`src/hw/rtl/mrsfd_pkg.sv`:
```
// Types, codes and constants for the Modbus RTU slave frame detector.
// No dependencies; imported by the top level and its checker.
package mrsfd_pkg;

  // Default receive buffer size in bytes
  localparam int unsigned BufferBytesDef = 256;

  // Frame length / count width (counts up to 256)
  localparam int unsigned LenW = 9;

  // Operation codes of an input transaction
  localparam logic OP_BYTE = 1'b0;
  localparam logic OP_TICK = 1'b1;

  // Configuration register indexes
  localparam logic [1:0] REG_SLAVE_ADDR = 2'd0;
  localparam logic [1:0] REG_FIRST_WAIT = 2'd1;
  localparam logic [1:0] REG_GAP_WAIT   = 2'd2;

  // Configuration reset values
  localparam logic [7:0]  SlaveAddrRst = 8'd1;
  localparam logic [15:0] FirstWaitRst = 16'(5 * 1000);
  localparam logic [15:0] GapWaitRst   = 16'd100;

  // Byte positions within a frame (count including the byte)
  localparam logic [LenW-1:0] POS_ADDR = 9'd1;
  localparam logic [LenW-1:0] POS_FUNC = 9'd2;
  localparam logic [LenW-1:0] POS_DECL = 9'd7;

  // Fixed-length request size and overhead of the multi-write requests
  localparam logic [LenW-1:0] FixedFrameLen = 9'd8;
  localparam logic [9:0]      MultiOverhead = 10'd9;

  // Function codes
  localparam logic [7:0] FC_FIRST_FIXED = 8'd1;
  localparam logic [7:0] FC_LAST_FIXED  = 8'd6;
  localparam logic [7:0] FC_MULTI_COILS = 8'd15;
  localparam logic [7:0] FC_MULTI_REGS  = 8'd16;

  typedef enum logic [2:0] {
    EV_KEPT          = 3'd0,
    EV_REJECT        = 3'd1,
    EV_DONE          = 3'd2,
    EV_OVERFLOW      = 3'd3,
    EV_FIRST_TIMEOUT = 3'd4,
    EV_GAP_TIMEOUT   = 3'd5
  } event_e;

  typedef struct packed {
    logic       operation;
    logic [7:0] rx_byte;
  } in_item_t;

  typedef struct packed {
    event_e          event_res;
    logic [7:0]      byte_index;
    logic [7:0]      byte_value;
    logic [LenW-1:0] frame_length;
  } out_item_t;

  // Read/write single codes (1..6) have a fixed length
  function automatic logic is_fixed_code(logic [7:0] code);
    return (code >= FC_FIRST_FIXED) && (code <= FC_LAST_FIXED);
  endfunction

  function automatic logic is_multi_code(logic [7:0] code);
    return (code == FC_MULTI_COILS) || (code == FC_MULTI_REGS);
  endfunction

endpackage

```
`src/hw/rtl/modbus_rtu_slave_frame_detector.sv`:
```
// Modbus RTU slave request frame detector, top level.
// Depends on mrsfd_pkg.
//
// Takes one transaction per cycle while in_ready_o is high: a received byte or
// a one millisecond tick. Each byte gives one result (kept, rejected, complete
// or overflow) carrying its frame position and value; a tick gives a result
// only when the first-byte or inter-byte wait runs out. Every transaction is
// judged in the cycle it is accepted against a handful of state registers, and
// the result lands in an output register backed by one skid register, so
// in_ready_o only drops once both hold results that out_ready_i has not taken.
// Configuration writes are accepted in any cycle and should be issued while
// the block is idle.
module modbus_rtu_slave_frame_detector
  import mrsfd_pkg::*;
#(
  parameter int unsigned BUFFER_BYTES = BufferBytesDef
) (
  input  logic       clk_i,
  input  logic       rst_ni,
  input  logic       in_valid_i,
  output logic       in_ready_o,
  input  in_item_t   in_data_i,
  output logic       out_valid_o,
  input  logic       out_ready_i,
  output out_item_t  out_data_o,
  input  logic       cfg_valid_i,
  output logic       cfg_ready_o,
  input  logic [1:0] cfg_index_i,
  input  logic [15:0] cfg_data_i
);

  localparam int unsigned CntW = $clog2(BUFFER_BYTES);

  // Configuration registers
  logic [7:0]  slave_addr_q;
  logic [15:0] first_wait_q, gap_wait_q;

  // Frame state
  logic [CntW-1:0] byte_count_q, byte_count_d;
  logic [7:0]      func_code_q, func_code_d;
  logic [7:0]      decl_count_q, decl_count_d;
  logic [15:0]     silence_q, silence_d;

  // Result registers
  logic      out_valid_q, skid_valid_q;
  out_item_t out_q, skid_q;

  logic            in_fire, out_fire, produce;
  out_item_t       res;
  logic [LenW-1:0] count;
  logic [15:0]     timer_inc, wait_sel;
  logic            count_zero, timeout;
  event_e          ev;

  assign in_fire  = in_valid_i & in_ready_o;
  assign out_fire = out_valid_q & out_ready_i;

  // Configuration writes
  assign cfg_ready_o = 1'b1;

  always_ff @(posedge clk_i or negedge rst_ni) begin
    if (!rst_ni) begin
      slave_addr_q <= SlaveAddrRst;
      first_wait_q <= FirstWaitRst;
      gap_wait_q   <= GapWaitRst;
    end else if (cfg_valid_i) begin
      unique case (cfg_index_i)
        REG_SLAVE_ADDR: slave_addr_q <= cfg_data_i[7:0];
        REG_FIRST_WAIT: first_wait_q <= cfg_data_i;
        REG_GAP_WAIT:   gap_wait_q   <= cfg_data_i;
        default: ;
      endcase
    end
  end

  // Byte judgment: overflow first, then address, code and length checks
  assign count      = {{(LenW-CntW){1'b0}}, byte_count_q} + LenW'(1);
  assign count_zero = (byte_count_q == '0);

  always_comb begin
    ev           = EV_KEPT;
    func_code_d  = func_code_q;
    decl_count_d = decl_count_q;
    if (count >= LenW'(BUFFER_BYTES)) begin
      ev = EV_OVERFLOW;
    end else begin
      if (count == POS_ADDR && in_data_i.rx_byte != slave_addr_q) begin
        ev = EV_REJECT;
      end
      if (count == POS_FUNC) begin
        func_code_d = in_data_i.rx_byte;
        if (!is_fixed_code(in_data_i.rx_byte) && !is_multi_code(in_data_i.rx_byte)) begin
          ev = EV_REJECT;
        end
      end
      if (count == POS_DECL) begin
        decl_count_d = in_data_i.rx_byte;
      end
      if (count >= FixedFrameLen) begin
        if (is_fixed_code(func_code_q)) begin
          ev = EV_DONE;
        end else if (is_multi_code(func_code_q) &&
                     ({1'b0, count} >= ({2'b00, decl_count_q} + MultiOverhead))) begin
          ev = EV_DONE;
        end
      end
    end
  end

  // Tick handling: saturating silence timer against the active wait
  assign timer_inc = (silence_q == 16'hFFFF) ? silence_q : silence_q + 16'd1;
  assign wait_sel  = count_zero ? first_wait_q : gap_wait_q;
  assign timeout   = (timer_inc >= wait_sel);

  // Result and next state for the transaction at the input
  always_comb begin
    res          = '0;
    produce      = 1'b0;
    byte_count_d = byte_count_q;
    silence_d    = silence_q;
    if (in_data_i.operation == OP_TICK) begin
      silence_d = timer_inc;
      if (timeout) begin
        produce          = 1'b1;
        res.event_res    = count_zero ? EV_FIRST_TIMEOUT : EV_GAP_TIMEOUT;
        res.frame_length = {{(LenW-CntW){1'b0}}, byte_count_q};
        byte_count_d     = '0;
        silence_d        = '0;
      end
    end else begin
      produce          = 1'b1;
      silence_d        = '0;
      res.event_res    = ev;
      res.byte_index   = 8'({{(LenW-CntW){1'b0}}, byte_count_q});
      res.byte_value   = in_data_i.rx_byte;
      res.frame_length = count;
      byte_count_d     = (ev == EV_KEPT) ? count[CntW-1:0] : '0;
    end
  end

  // Frame state registers
  always_ff @(posedge clk_i or negedge rst_ni) begin
    if (!rst_ni) begin
      byte_count_q <= '0;
      func_code_q  <= '0;
      decl_count_q <= '0;
      silence_q    <= '0;
    end else if (in_fire) begin
      byte_count_q <= byte_count_d;
      silence_q    <= silence_d;
      if (in_data_i.operation == OP_BYTE) begin
        func_code_q  <= func_code_d;
        decl_count_q <= decl_count_d;
      end
    end
  end

  // Output register with skid stage
  always_ff @(posedge clk_i or negedge rst_ni) begin
    if (!rst_ni) begin
      out_valid_q  <= 1'b0;
      skid_valid_q <= 1'b0;
    end else if (out_fire || !out_valid_q) begin
      if (skid_valid_q) begin
        out_valid_q  <= 1'b1;
        skid_valid_q <= 1'b0;
      end else begin
        out_valid_q <= in_fire & produce;
      end
    end else if (in_fire && produce) begin
      skid_valid_q <= 1'b1;
    end
  end

  always_ff @(posedge clk_i) begin
    if (out_fire || !out_valid_q) begin
      if (skid_valid_q) begin
        out_q <= skid_q;
      end else if (in_fire && produce) begin
        out_q <= res;
      end
    end else if (in_fire && produce) begin
      skid_q <= res;
    end
  end

  assign in_ready_o  = ~skid_valid_q;
  assign out_valid_o = out_valid_q;
  assign out_data_o  = out_q;

endmodule

```
`config.mk`:
```
export PLATFORM = sky130hd
export DESIGN_NAME = modbus_rtu_slave_frame_detector
export DESIGN_NICKNAME = d
export VERILOG_FILES = /design/src/hw/rtl/mrsfd_pkg.sv /design/src/hw/rtl/modbus_rtu_slave_frame_detector.sv
export SDC_FILE = /design/constraint.sdc
export NUM_CORES = 1
export LEC_CHECK = 0
export ABC_AREA = 1
export BUFFER_PORTS_ARGS = -buffer_cell sky130_fd_sc_hd__buf_2
export CORE_MARGIN = 4
export CORE_UTILIZATION = 30
export DETAILED_ROUTE_END_ITERATION = 8
export GPL_TIMING_DRIVEN = 0
export PLACE_DENSITY_LB_ADDON = 0.3
export SLEW_MARGIN = 20
export SYNTH_ARGS = -nofsm -noshare
export SYNTH_HDL_FRONTEND = slang
export SYNTH_SLANG_ARGS = --single-unit
```
`constraint.sdc`:
```
create_clock -name clk_i -period 9.4 [get_ports clk_i]
set_clock_uncertainty 0.2 [all_clocks]
set_input_delay 2.35 -clock clk_i [delete_from_list [all_inputs] [get_ports clk_i]]
set_output_delay 2.35 -clock clk_i [all_outputs]
set_load 0.01 [all_outputs]
```
==> results of run 1 <==
-- cell usage in the layout (no fill, tap or decap), drive strengths merged, types with 12 or more instances in the layout --
| master | n |
|---|---|
| nor2 | 59 |
| inv | 105 |
| nand2 | 248 |
| ha | 32 |
| a21oi | 17 |
| mux2i | 15 |
| dfrtp | 73 |
| nor3 | 12 |
| nand3 | 51 |
| o21ai | 86 |
| buf | 71 |
| edfxtp | 56 |
| clkbuf | 39 |
| nand4 | 14 |
-- layout make-up --
| cell class | count | area [sq um] |
|---|---|---|
| plain buffers | 28 | 130 |
| inverters | 101 | 379 |
| flip-flops and latches | 138 | 3740 |
| repair buffers | 63 | 385 |
| well taps | 319 | 399 |
| clock inverters | 13 | 141 |
| clock buffers | 19 | 443 |
| fillers | 2522 | 15000 |
| multi-input cells | 575 | 3040 |
-- routing by layer --
layer,routed length (microns),global-route usage
met1,8410,0.183
met2,7770,0.215
met3,778,0.0284
met4,189,0.0358
met5,0,0
-- cell usage after synthesis --
cell type / instances
buf_1: 2
mux2_2: 1
nand4_1: 14
nand2_2: 5
or2_2: 5
nor2_2: 2
o21bai_1: 8
dfrtp_1: 73
nor4_1: 1
inv_1: 98
edfxtp_1: 56
nor2_4: 1
a21oi_1: 16
nand3_2: 1
nand2_1: 243
a21oi_2: 1
nand3b_1: 2
xor2_1: 11
o21ai_0: 78
mux2i_1: 15
clkbuf_1: 20
or2_1: 1
buf_2: 2
conb_1: 1
nand3_1: 50
o21ai_2: 8
buf_6: 2
nor2_1: 56
xnor2_1: 9
inv_2: 3
buf_4: 2
nor3_1: 11
nor3_4: 1
o21a_1: 1
dfstp_2: 9
a31oi_1: 1
ha_1: 32
-- final timing paths --
| path | start | endpoint | slack, ps |
|---|---|---|---|
| min in group asynchronous | rst_ni | slave_addr_q[4]$_DFFE_PN0P_ | 1730 |
| max in group asynchronous | rst_ni | slave_addr_q[0]$_DFFE_PN1P_ | 6600 |
| min | gap_wait_q[15]$_DFFE_PN0P_ | gap_wait_q[15]$_DFFE_PN0P_ | 280 |
| min reg2reg | gap_wait_q[15]$_DFFE_PN0P_ | gap_wait_q[15]$_DFFE_PN0P_ | 280 |
| max | byte_count_q[1]$_DFFE_PN0P_ | out_data_o[14]$_DFFE_PP_ | 4520 |
| max reg2reg | byte_count_q[1]$_DFFE_PN0P_ | out_data_o[14]$_DFFE_PP_ | 4520 |
-- state kept, by name, indices dropped and copies added, names as in the netlist --
register / flops
skid_valid_q: 1
func_code_q: 8
skid_q: 28
slave_addr_q: 8
byte_count_q: 8
first_wait_q: 16
decl_count_q: 8
out_data_o: 28
silence_q: 16
out_valid_o: 1
gap_wait_q: 16
-- power by group --
part | leakage [nW] | internal (mW) | switching (mW)
sequential | 1.56 | 0.694 | 0.0307
combinational | 2.20 | 0.0938 | 0.158
clock | 0.281 | 0.400 | 0.268
-- worst max-delay path: stages (launching register included) --
cell	delay, ps
dfrtp_1	450
inv_1	210
ha_1	180
nand4_1	520
buf_2	460
mux2i_1	240
ha_1	280
a21oi_1	160
o21ai_0	110
a21oi_1	190
nand3_1	210
nor2_1	530
inv_1	90
nand2_1	130
buf_2	300
a21oi_4	140
buf_16	210
-- cell families after synthesis --
| group | count (synthesis) |
|---|---|
| AO/OA/AOI/OAI | 113 |
| XOR/XNOR | 20 |
| adder cells (fa/ha/maj) | 32 |
| buffers and inverters | 129 |
| flip-flops | 138 |
| multiplexers | 16 |
| other | 1 |
| AND/OR/NAND/NOR | 393 |
==> impl_metrics.env, run 1 <==
export IMPL_cp_end_kind="register"
export IMPL_wl_per_cell_microns=13.6
export IMPL_syn_cell_area_sq_mm=0.00727
export IMPL_grt_max_degree=44
export IMPL_cts_setup_buffers=0
export IMPL_place_ws_ps=4610
export IMPL_cts_path_max_buffers=2
export IMPL_final_setup_viol_count=0
export IMPL_grtUsageTotal=0.134
export IMPL_initial_core_util=0.307
export IMPL_synthSimpleGateAreaFrac=0.228
export IMPL_drive_gt1_frac=0.148
export IMPL_holdWs_ps=284
export IMPL_clkTransAtPathRegs_ps=60
export IMPL_hold_buffers=0
export IMPL_routed_via_density=4.54
export IMPL_clk_latency_ps=430
export IMPL_fmax_ghz=0.205
export IMPL_placedCellCount=1224
export IMPL_path_class="reg -> reg"
export IMPL_syn_num_nets=906
export IMPL_vias=5697
export IMPL_grt_ovfl_total=0
export IMPL_maxCapViolations=0
export IMPL_pin_count=63
export IMPL_syn2layout_area_growth_pct=19.1
export IMPL_synth_mux_area_frac=0.0222
export IMPL_synth_distinct_cells=37
export IMPL_yosys_top_cells_area="dfrtp_1, edfxtp_1, nand2_1"
export IMPL_rsz0062_at_grt="no"
export IMPL_fp_dieW_microns=164
export IMPL_antenna_found_initial=0
export IMPL_die_y_microns=164
export IMPL_path_max_fanout=25
export IMPL_dr_first_iter_drc_count=342
export IMPL_placed_area_sq_mm=0.00808
export IMPL_dieArea_sq_mm=0.0268
export IMPL_stdcell_count=1256
export IMPL_cts_htree_levels=4
export IMPL_rows=56
export IMPL_grt_pass1_vias=5557
export IMPL_ant_nets=0
export IMPL_slew_headroom=0.564
export IMPL_n_antenna_cell=0
export IMPL_place_congestion=0.843
export IMPL_route_detailed_drc=0
export IMPL_p_total_mw=1.64
export IMPL_holdPathStages=2
export IMPL_numCtsBuffers=17
export IMPL_worst_slack_ps=4520
export IMPL_syn_avg_cell_area_sq_um=8.64
export IMPL_period_minus_slack_ps=4880
export IMPL_final_area_sq_mm=0.00866
export IMPL_syn_inst=842
export IMPL_post_route_util=0.366
export IMPL_r2r_cells=16
export IMPL_worstSetupStartpointType="register"
export IMPL_synth_xor_area_frac=0.0241
export IMPL_p_leak_nw=4.04
export IMPL_cts_root_buffer="clkbuf_16"
export IMPL_cts_tree="yes"
export IMPL_synth_compound_area_frac=0.0857
export IMPL_peakVddDrop_mv=0.116
export IMPL_critPathArrivalTime_ps=4850
export IMPL_layout_nets=988
export IMPL_synthAdderAreaFrac=0.0550
export IMPL_grt_pass1_wl_microns=28600
export IMPL_core_area_sq_mm=0.0237
export IMPL_yosysSeqAreaShare=0.515
export IMPL_power_density_mw_per_mm2=190
export IMPL_numClockSinks=138
export IMPL_worstPathRequired_ps=9370
export IMPL_hpwl_microns=12700
export IMPL_synth_largest_area_cell="dfrtp_1"
export IMPL_cts_resized=0
export IMPL_drv_slew=0
export IMPL_outcome="completed"
export IMPL_ys_warn_count=0
export IMPL_worstHoldPathType="reg -> reg"
export IMPL_yosysTopAreaCellShare=0.251
export IMPL_ys_seq_elements=138
export IMPL_dr_pass1_iters=5
export IMPL_io_buffer_count=60
export IMPL_worst_pin_slew_ps=653
export IMPL_synth_top_family_by_area="simple AND/OR/NAND/NOR gates"
export IMPL_fin_setup_tns_ps=0
export IMPL_finalHoldViolations=0
export IMPL_drt_total_wl_microns=17100
export IMPL_period_share=0.519
(Power assumes the default switching activity.)
==> inputs of run 2 (changes only) <==
- clock period: 9.4 -> 4.6 ns (I/O delays scaled with it)
==> impl_metrics.env, run 2 (same netlist as run 1, synthesis figures left out) <==
export IMPL_grtUsageTotal=0.130
export IMPL_placedCellCount=1224
export IMPL_stdcell_count=1258
export IMPL_rr_startpoint="silence_q[0]$_DFFE_PN0P_"
export IMPL_clkPwrFrac=0.422
export IMPL_finalHoldViolations=0
export IMPL_cp_end_kind="register"
export IMPL_grt_pass1_wl_microns=27800
export IMPL_syn2layout_area_growth_pct=19.9
export IMPL_rrSetupSlack_ps=390
export IMPL_dr_first_iter_drc_count=299
export IMPL_place_ws_ps=-144
export IMPL_fp_dieW_microns=164
export IMPL_cp_slowest_cell="clkbuf_1"
export IMPL_hold_buffers=0
export IMPL_p_total_mw=3.45
export IMPL_path_class="reg -> reg"
export IMPL_crit_path_max_incr_delay_ps=410
export IMPL_period_share=0.915
export IMPL_fillers=2502
export IMPL_internal_power_mw=2.49
export IMPL_slew_headroom=0.580
export IMPL_crit_chain="ha_1 > nand2_1 > nor2_1 > nand2_1 > nor2_2 > inv_1 > clkbuf_1 > nand2_1 > ha_1 > nand2_1 > inv_1 > nand3_1 > nor3_1 > nand2_1 > nand3_1 > nor2_4 > inv_1 > nand2_1 > buf_2 > a21oi_4 > buf_16"
export IMPL_crit_top_cell="nand2_1"
export IMPL_rsz0062_at_grt="no"
export IMPL_layout_nets=990
export IMPL_fmax_ghz=0.238
export IMPL_p_sw_mw=0.959
export IMPL_n_antenna_cell=0
export IMPL_drv_slew=0
export IMPL_place_congestion=0.852
export IMPL_peakVddDrop_mv=0.219
export IMPL_grt_ovfl_total=0
export IMPL_combinationalPowerShare=0.149
export IMPL_routed_via_density=4.51
export IMPL_hpwl_microns=12400
export IMPL_io_buffer_count=60
export IMPL_min_delay_start="gap_wait_q[0]$_DFFE_PN0P_"
export IMPL_path_buf_inv=6
export IMPL_final_setup_viol_count=0
export IMPL_rows=56
export IMPL_seqPwrFrac=0.429
export IMPL_numClockSinks=138
export IMPL_worst_slack_ps=391
export IMPL_final_cell_mix="nand2_1, inv_1, o21ai_0"
export IMPL_clkTransAtPathRegs_ps=60
export IMPL_numCtsBuffers=17
export IMPL_core_area_sq_mm=0.0237
export IMPL_period_minus_slack_ps=4210
export IMPL_layout_commonest_cell="nand2_1"
export IMPL_drive_gt1_frac=0.154
export IMPL_r2r_cells=21
export IMPL_final_area_sq_mm=0.00872
export IMPL_critPathArrivalTime_ps=4140
export IMPL_cts_root_buffer="clkbuf_16"
export IMPL_p_leak_nw=4.07
export IMPL_route_detailed_drc=0
export IMPL_holdPathStages=2
export IMPL_die_y_microns=164
export IMPL_cts_htree_levels=4
export IMPL_worst_pin_slew_ps=631
export IMPL_worstSetupStartpointType="register"
export IMPL_swShare=0.278
export IMPL_worst_hold_path_endpoint="gap_wait_q[0]$_DFFE_PN0P_"
export IMPL_worstPathRequired_ps=4530
export IMPL_path_max_fanout=25
export IMPL_outcome="completed"
export IMPL_grt_max_degree=44
export IMPL_maxCapViolations=0
export IMPL_worstHoldPathType="reg -> reg"
export IMPL_power_density_mw_per_mm2=396
export IMPL_placed_area_sq_mm=0.00807
export IMPL_drt_total_wl_microns=16800
export IMPL_cpLargestDelayFamily="simple AND/OR/NAND/NOR gates"
export IMPL_clk_latency_ps=430
export IMPL_wl_per_cell_microns=13.4
export IMPL_grt_pass1_vias=5337
export IMPL_cts_tree="yes"
export IMPL_initial_core_util=0.307
export IMPL_vias=5673
export IMPL_cp_startpoint="silence_q[0]$_DFFE_PN0P_"
export IMPL_cts_path_max_buffers=2
export IMPL_pin_count=63
export IMPL_dr_pass1_iters=6
export IMPL_reg2reg_to="out_data_o[5]$_DFFE_PP_"
export IMPL_ant_nets=0
export IMPL_antenna_found_initial=0
export IMPL_dieArea_sq_mm=0.0268
run 2: how the worst max path moves through the flow:
| stage | end | slack, ps | cells past startpoint |
|---|---|---|---|
| global route | out_data_o[5]$_DFFE_PP_ | 30 | 21 |
| global placement | skid_q[11]$_DFFE_PP_ | -1320 | 17 |
| detailed placement | out_data_o[11]$_DFFE_PP_ | -140 | 16 |
| floorplan | skid_q[0]$_DFFE_PP_ | 70 | 17 |
| finish | out_data_o[5]$_DFFE_PP_ | 390 | 21 |
| CTS | out_data_o[5]$_DFFE_PP_ | 140 | 21 |
run 2: layer usage:
layer	track usage	up-vias	wire length, microns
met5	0	-	0
met4	0.0316	0	147
met3	0.0261	10	901
met2	0.205	120	7630
met1	0.184	2622	8170
li1	-	2921	-
run 2: cell type report:
type	instances	area, sq um	area share
clock inverter	14	185	0.0212
buffer	28	130	0.0149
multi-input combinational	575	3050	0.350
tap	319	399	0.0458
inverter	101	379	0.0435
sequential	138	3740	0.429
clock buffer	18	439	0.0504
timing repair buffer	65	393	0.0451
run 2: repair_timing:
| item | in CTS | in global routing |
|---|---|---|
| pin swaps | 0 | 1 |
| setup buffers | 1 | 1 |
| resized for setup | 1 | 3 |
| endpoints found under the setup margin | 47 | 56 |
run 2: worst reg2reg max path, cell delays in order, from the launching register on:
cell	delay (ps)
dfrtp_1	400
ha_1	220
nand2_1	90
nor2_1	80
nand2_1	120
nor2_2	80
inv_1	110
clkbuf_1	410
nand2_1	200
ha_1	340
nand2_1	70
inv_1	60
nand3_1	100
nor3_1	210
nand2_1	80
nand3_1	240
nor2_4	70
inv_1	50
nand2_1	80
buf_2	240
a21oi_4	270
buf_16	210
run 2: power groups by stage:
stage | Sequential (mW) | Combinational [mW] | Clock, mW
after floorplan | 1.50 | 0.335 | 0
after global placement | 1.50 | 0.490 | 0
after detailed placement | 1.50 | 0.513 | 0
after CTS | 1.48 | 0.521 | 1.47
after global routing | 1.49 | 0.590 | 1.53
final | 1.48 | 0.515 | 1.46
run 2: stage by stage:
stage          hold slack [ps]  setup TNS, ps   util
5_1_grt                    301              0  0.368
4_1_cts                    287              0  0.367
3_3_place_gp               266         -58460  0.337
6_report                   282              0  0.368
3_5_place_dp               269          -5500  0.341
2_1_floorplan              248              0      -
==> inputs of run 3 (changes only) <==
- ABC_AREA: 1 -> default
==> impl_metrics.env, run 3 <==
export IMPL_grt_pass1_wl_microns=27500
export IMPL_routed_via_density=4.83
export IMPL_ant_nets=0
export IMPL_dr_pass1_iters=4
export IMPL_cts_path_max_buffers=2
export IMPL_path_max_fanout=11
export IMPL_synth_compound_area_frac=0.101
export IMPL_grt_max_degree=46
export IMPL_antenna_found_initial=0
export IMPL_holdWs_ps=301
export IMPL_grtUsageTotal=0.134
export IMPL_place_ws_ps=-868
export IMPL_min_delay_start="func_code_q[5]$_DFFE_PN0P_"
export IMPL_peakVddDrop_mv=0.199
export IMPL_outcome="completed"
export IMPL_worstSetupStartpointType="register"
export IMPL_layout_commonest_cell="mux2_2"
export IMPL_syn_num_nets=659
export IMPL_syn2layout_area_growth_pct=22.6
export IMPL_met2_usage=0.203
export IMPL_hold_buffers=0
export IMPL_power_density_mw_per_mm2=421
export IMPL_synth_edf_count=56
export IMPL_synth_top_family_by_area="multiplexers"
export IMPL_path_class="reg -> reg"
export IMPL_rrSetupSlack_ps=210
export IMPL_cts_tree="yes"
export IMPL_syn_avg_cell_area_sq_um=12.0
export IMPL_hpwl_microns=11700
export IMPL_numClockSinks=138
export IMPL_period_minus_slack_ps=4390
export IMPL_dieArea_sq_mm=0.0263
export IMPL_syn_cell_area_sq_mm=0.00713
export IMPL_wl_per_cell_microns=16.6
export IMPL_ys_async_sr_fraction=0.594
export IMPL_top_usage_layer="met2"
export IMPL_yosysSeqAreaShare=0.526
export IMPL_fin_setup_tns_ps=0
export IMPL_route_detailed_drc=0
export IMPL_drv_slew=0
export IMPL_n_antenna_cell=0
export IMPL_path_buf_inv=4
export IMPL_numCtsBuffers=17
export IMPL_place_congestion=0.793
export IMPL_pin_count=63
export IMPL_worst_pin_slew_ps=669
export IMPL_clk_latency_ps=420
export IMPL_synth_distinct_cells=60
export IMPL_fmax_ghz=0.228
export IMPL_ys_seq_elements=138
export IMPL_yosysTopAreaCellShare=0.256
export IMPL_cp_end_kind="register"
export IMPL_clkTransAtPathRegs_ps=60
export IMPL_critPathArrivalTime_ps=4380
export IMPL_crit_path_max_incr_delay_ps=550
export IMPL_ys_warn_count=0
export IMPL_rr_startpoint="silence_q[1]$_DFFE_PN0P_"
export IMPL_grt_ovfl_total=0
export IMPL_worst_slack_ps=206
export IMPL_reg2reg_to="out_data_o[9]$_DFFE_PP_"
export IMPL_final_setup_viol_count=0
export IMPL_slew_headroom=0.552
export IMPL_synth_xor_area_frac=0.0381
export IMPL_ys_flop_type="dfrtp_1"
export IMPL_yosysMostFrequentCell="mux2_2"
export IMPL_io_buffer_count=61
export IMPL_layout_nets=752
export IMPL_rows=56
export IMPL_maxCapViolations=0
export IMPL_finalHoldViolations=0
export IMPL_worstHoldPathType="reg -> reg"
export IMPL_crit_chain="ha_2 > nand2_2 > or4_4 > or2_1 > buf_6 > and2_4 > nand3_1 > xnor2_2 > ha_4 > a21oi_1 > o21ai_1 > a2111oi_2 > buf_4 > o211ai_1 > buf_4 > a21oi_4 > a21oi_4 > buf_12"
export IMPL_die_y_microns=162
export IMPL_synth_mux_area_frac=0.144
export IMPL_p_leak_nw=3.62
export IMPL_grt_use_met3=0.0289
export IMPL_cts_htree_levels=4
export IMPL_syn_inst=595
export IMPL_worstPathRequired_ps=4580
export IMPL_grt_util_met1=0.193
export IMPL_yosys_top_cells_area="dfrtp_1, edfxtp_1, mux2_2"
export IMPL_cpLargestDelayFamily="simple AND/OR/NAND/NOR gates"
export IMPL_drt_total_wl_microns=16900
export IMPL_drive_gt1_frac=0.321
export IMPL_worst_hold_path_endpoint="func_code_q[5]$_DFFE_PN0P_"
export IMPL_synthAdderAreaFrac=0.0562
export IMPL_period_share=0.955
export IMPL_core_area_sq_mm=0.0234
export IMPL_cp_slowest_cell="or4_4"
export IMPL_grt_pass1_vias=4968
export IMPL_fillers=2354
export IMPL_netlist_top_cells_count="mux2_2, dfrtp_1, edfxtp_1, nand2_1, nor2_1"
export IMPL_synth_largest_area_cell="dfrtp_1"
export IMPL_fp_dieW_microns=162
export IMPL_vias=4922
export IMPL_r2r_cells=18
export IMPL_initial_core_util=0.304
export IMPL_holdPathStages=1
export IMPL_dr_first_iter_drc_count=256
export IMPL_final_cell_mix="mux2_2, dfrtp_1, buf_2"
export IMPL_synthSimpleGateAreaFrac=0.109
export IMPL_cts_root_buffer="clkbuf_16"
-- run 3: metal layers --
layer / routed length [microns] / share of wire / vias to the layer above
met1: 8280 / 0.49 / 2415
met4: 148 / 0.0087 / 0
met5: 0 / 0 / -
met2: 7760 / 0.46 / 107
li1: - / - / 2390
met3: 747 / 0.044 / 10
-- run 3: timing repair --
action	in CTS	in global routing
cloned	2	0
setup buffers	8	4
endpoints found under the setup margin	99	96
gates resized for setup	7	11
pin swaps	4	2
-- run 3: power by group --
group          leakage [nW]  total [mW]  switching [mW]  internal (mW)
registers              1.55        1.53          0.0888           1.44
clock network         0.312        1.52           0.556          0.968
logic                  1.75       0.625           0.326          0.299
total                  3.62        3.68           0.972           2.70
-- run 3: cells by family after synthesis --
family	Yosys count
AO/OA/AOI/OAI	104
XOR/XNOR	31
adder cells (fa/ha/maj)	32
buffers and inverters	42
flip-flops	138
multiplexers	93
other	1
AND/OR/NAND/NOR	154
-- run 3: area by class of cell --
class	count	area, sq um	area share
Tap cell	319	399	0.0457
Clock inverter	14	220	0.0252
Timing Repair Buffer	74	468	0.0536
Multi-Input combinational cell	417	3290	0.377
Inverter	17	63.8	0.00730
Clock buffer	18	429	0.0491
Sequential cell	138	3750	0.429
Buffer	23	115	0.0132
-- run 3: worst max-delay path by stage --
stage | start | to | slack, ps | cells past startpoint
CTS | silence_q[0]$_DFFE_PN0P_ | out_data_o[0]$_DFFE_PP_ | 8 | 17
finish | silence_q[1]$_DFFE_PN0P_ | out_data_o[9]$_DFFE_PP_ | 210 | 18
detailed placement | byte_count_q[1]$_DFFE_PN0P_ | out_data_o[14]$_DFFE_PP_ | -870 | 15
floorplan | silence_q[0]$_DFFE_PN0P_ | skid_q[0]$_DFFE_PP_ | 220 | 14
global placement | byte_count_q[1]$_DFFE_PN0P_ | skid_q[14]$_DFFE_PP_ | -970 | 14
global route | silence_q[1]$_DFFE_PN0P_ | out_data_o[1]$_DFFE_PP_ | -30 | 18
-- run 3: through the flow --
stage	total power, mW	instances	cell area, sq um	util
2_1_floorplan	1.94	595	7140	-
4_1_cts	3.70	1017	8680	0.371
5_1_grt	3.86	1020	8740	0.373
3_3_place_gp	2.12	975	7840	0.335
6_report	3.68	1020	8740	0.373
3_5_place_dp	2.14	976	7880	0.337
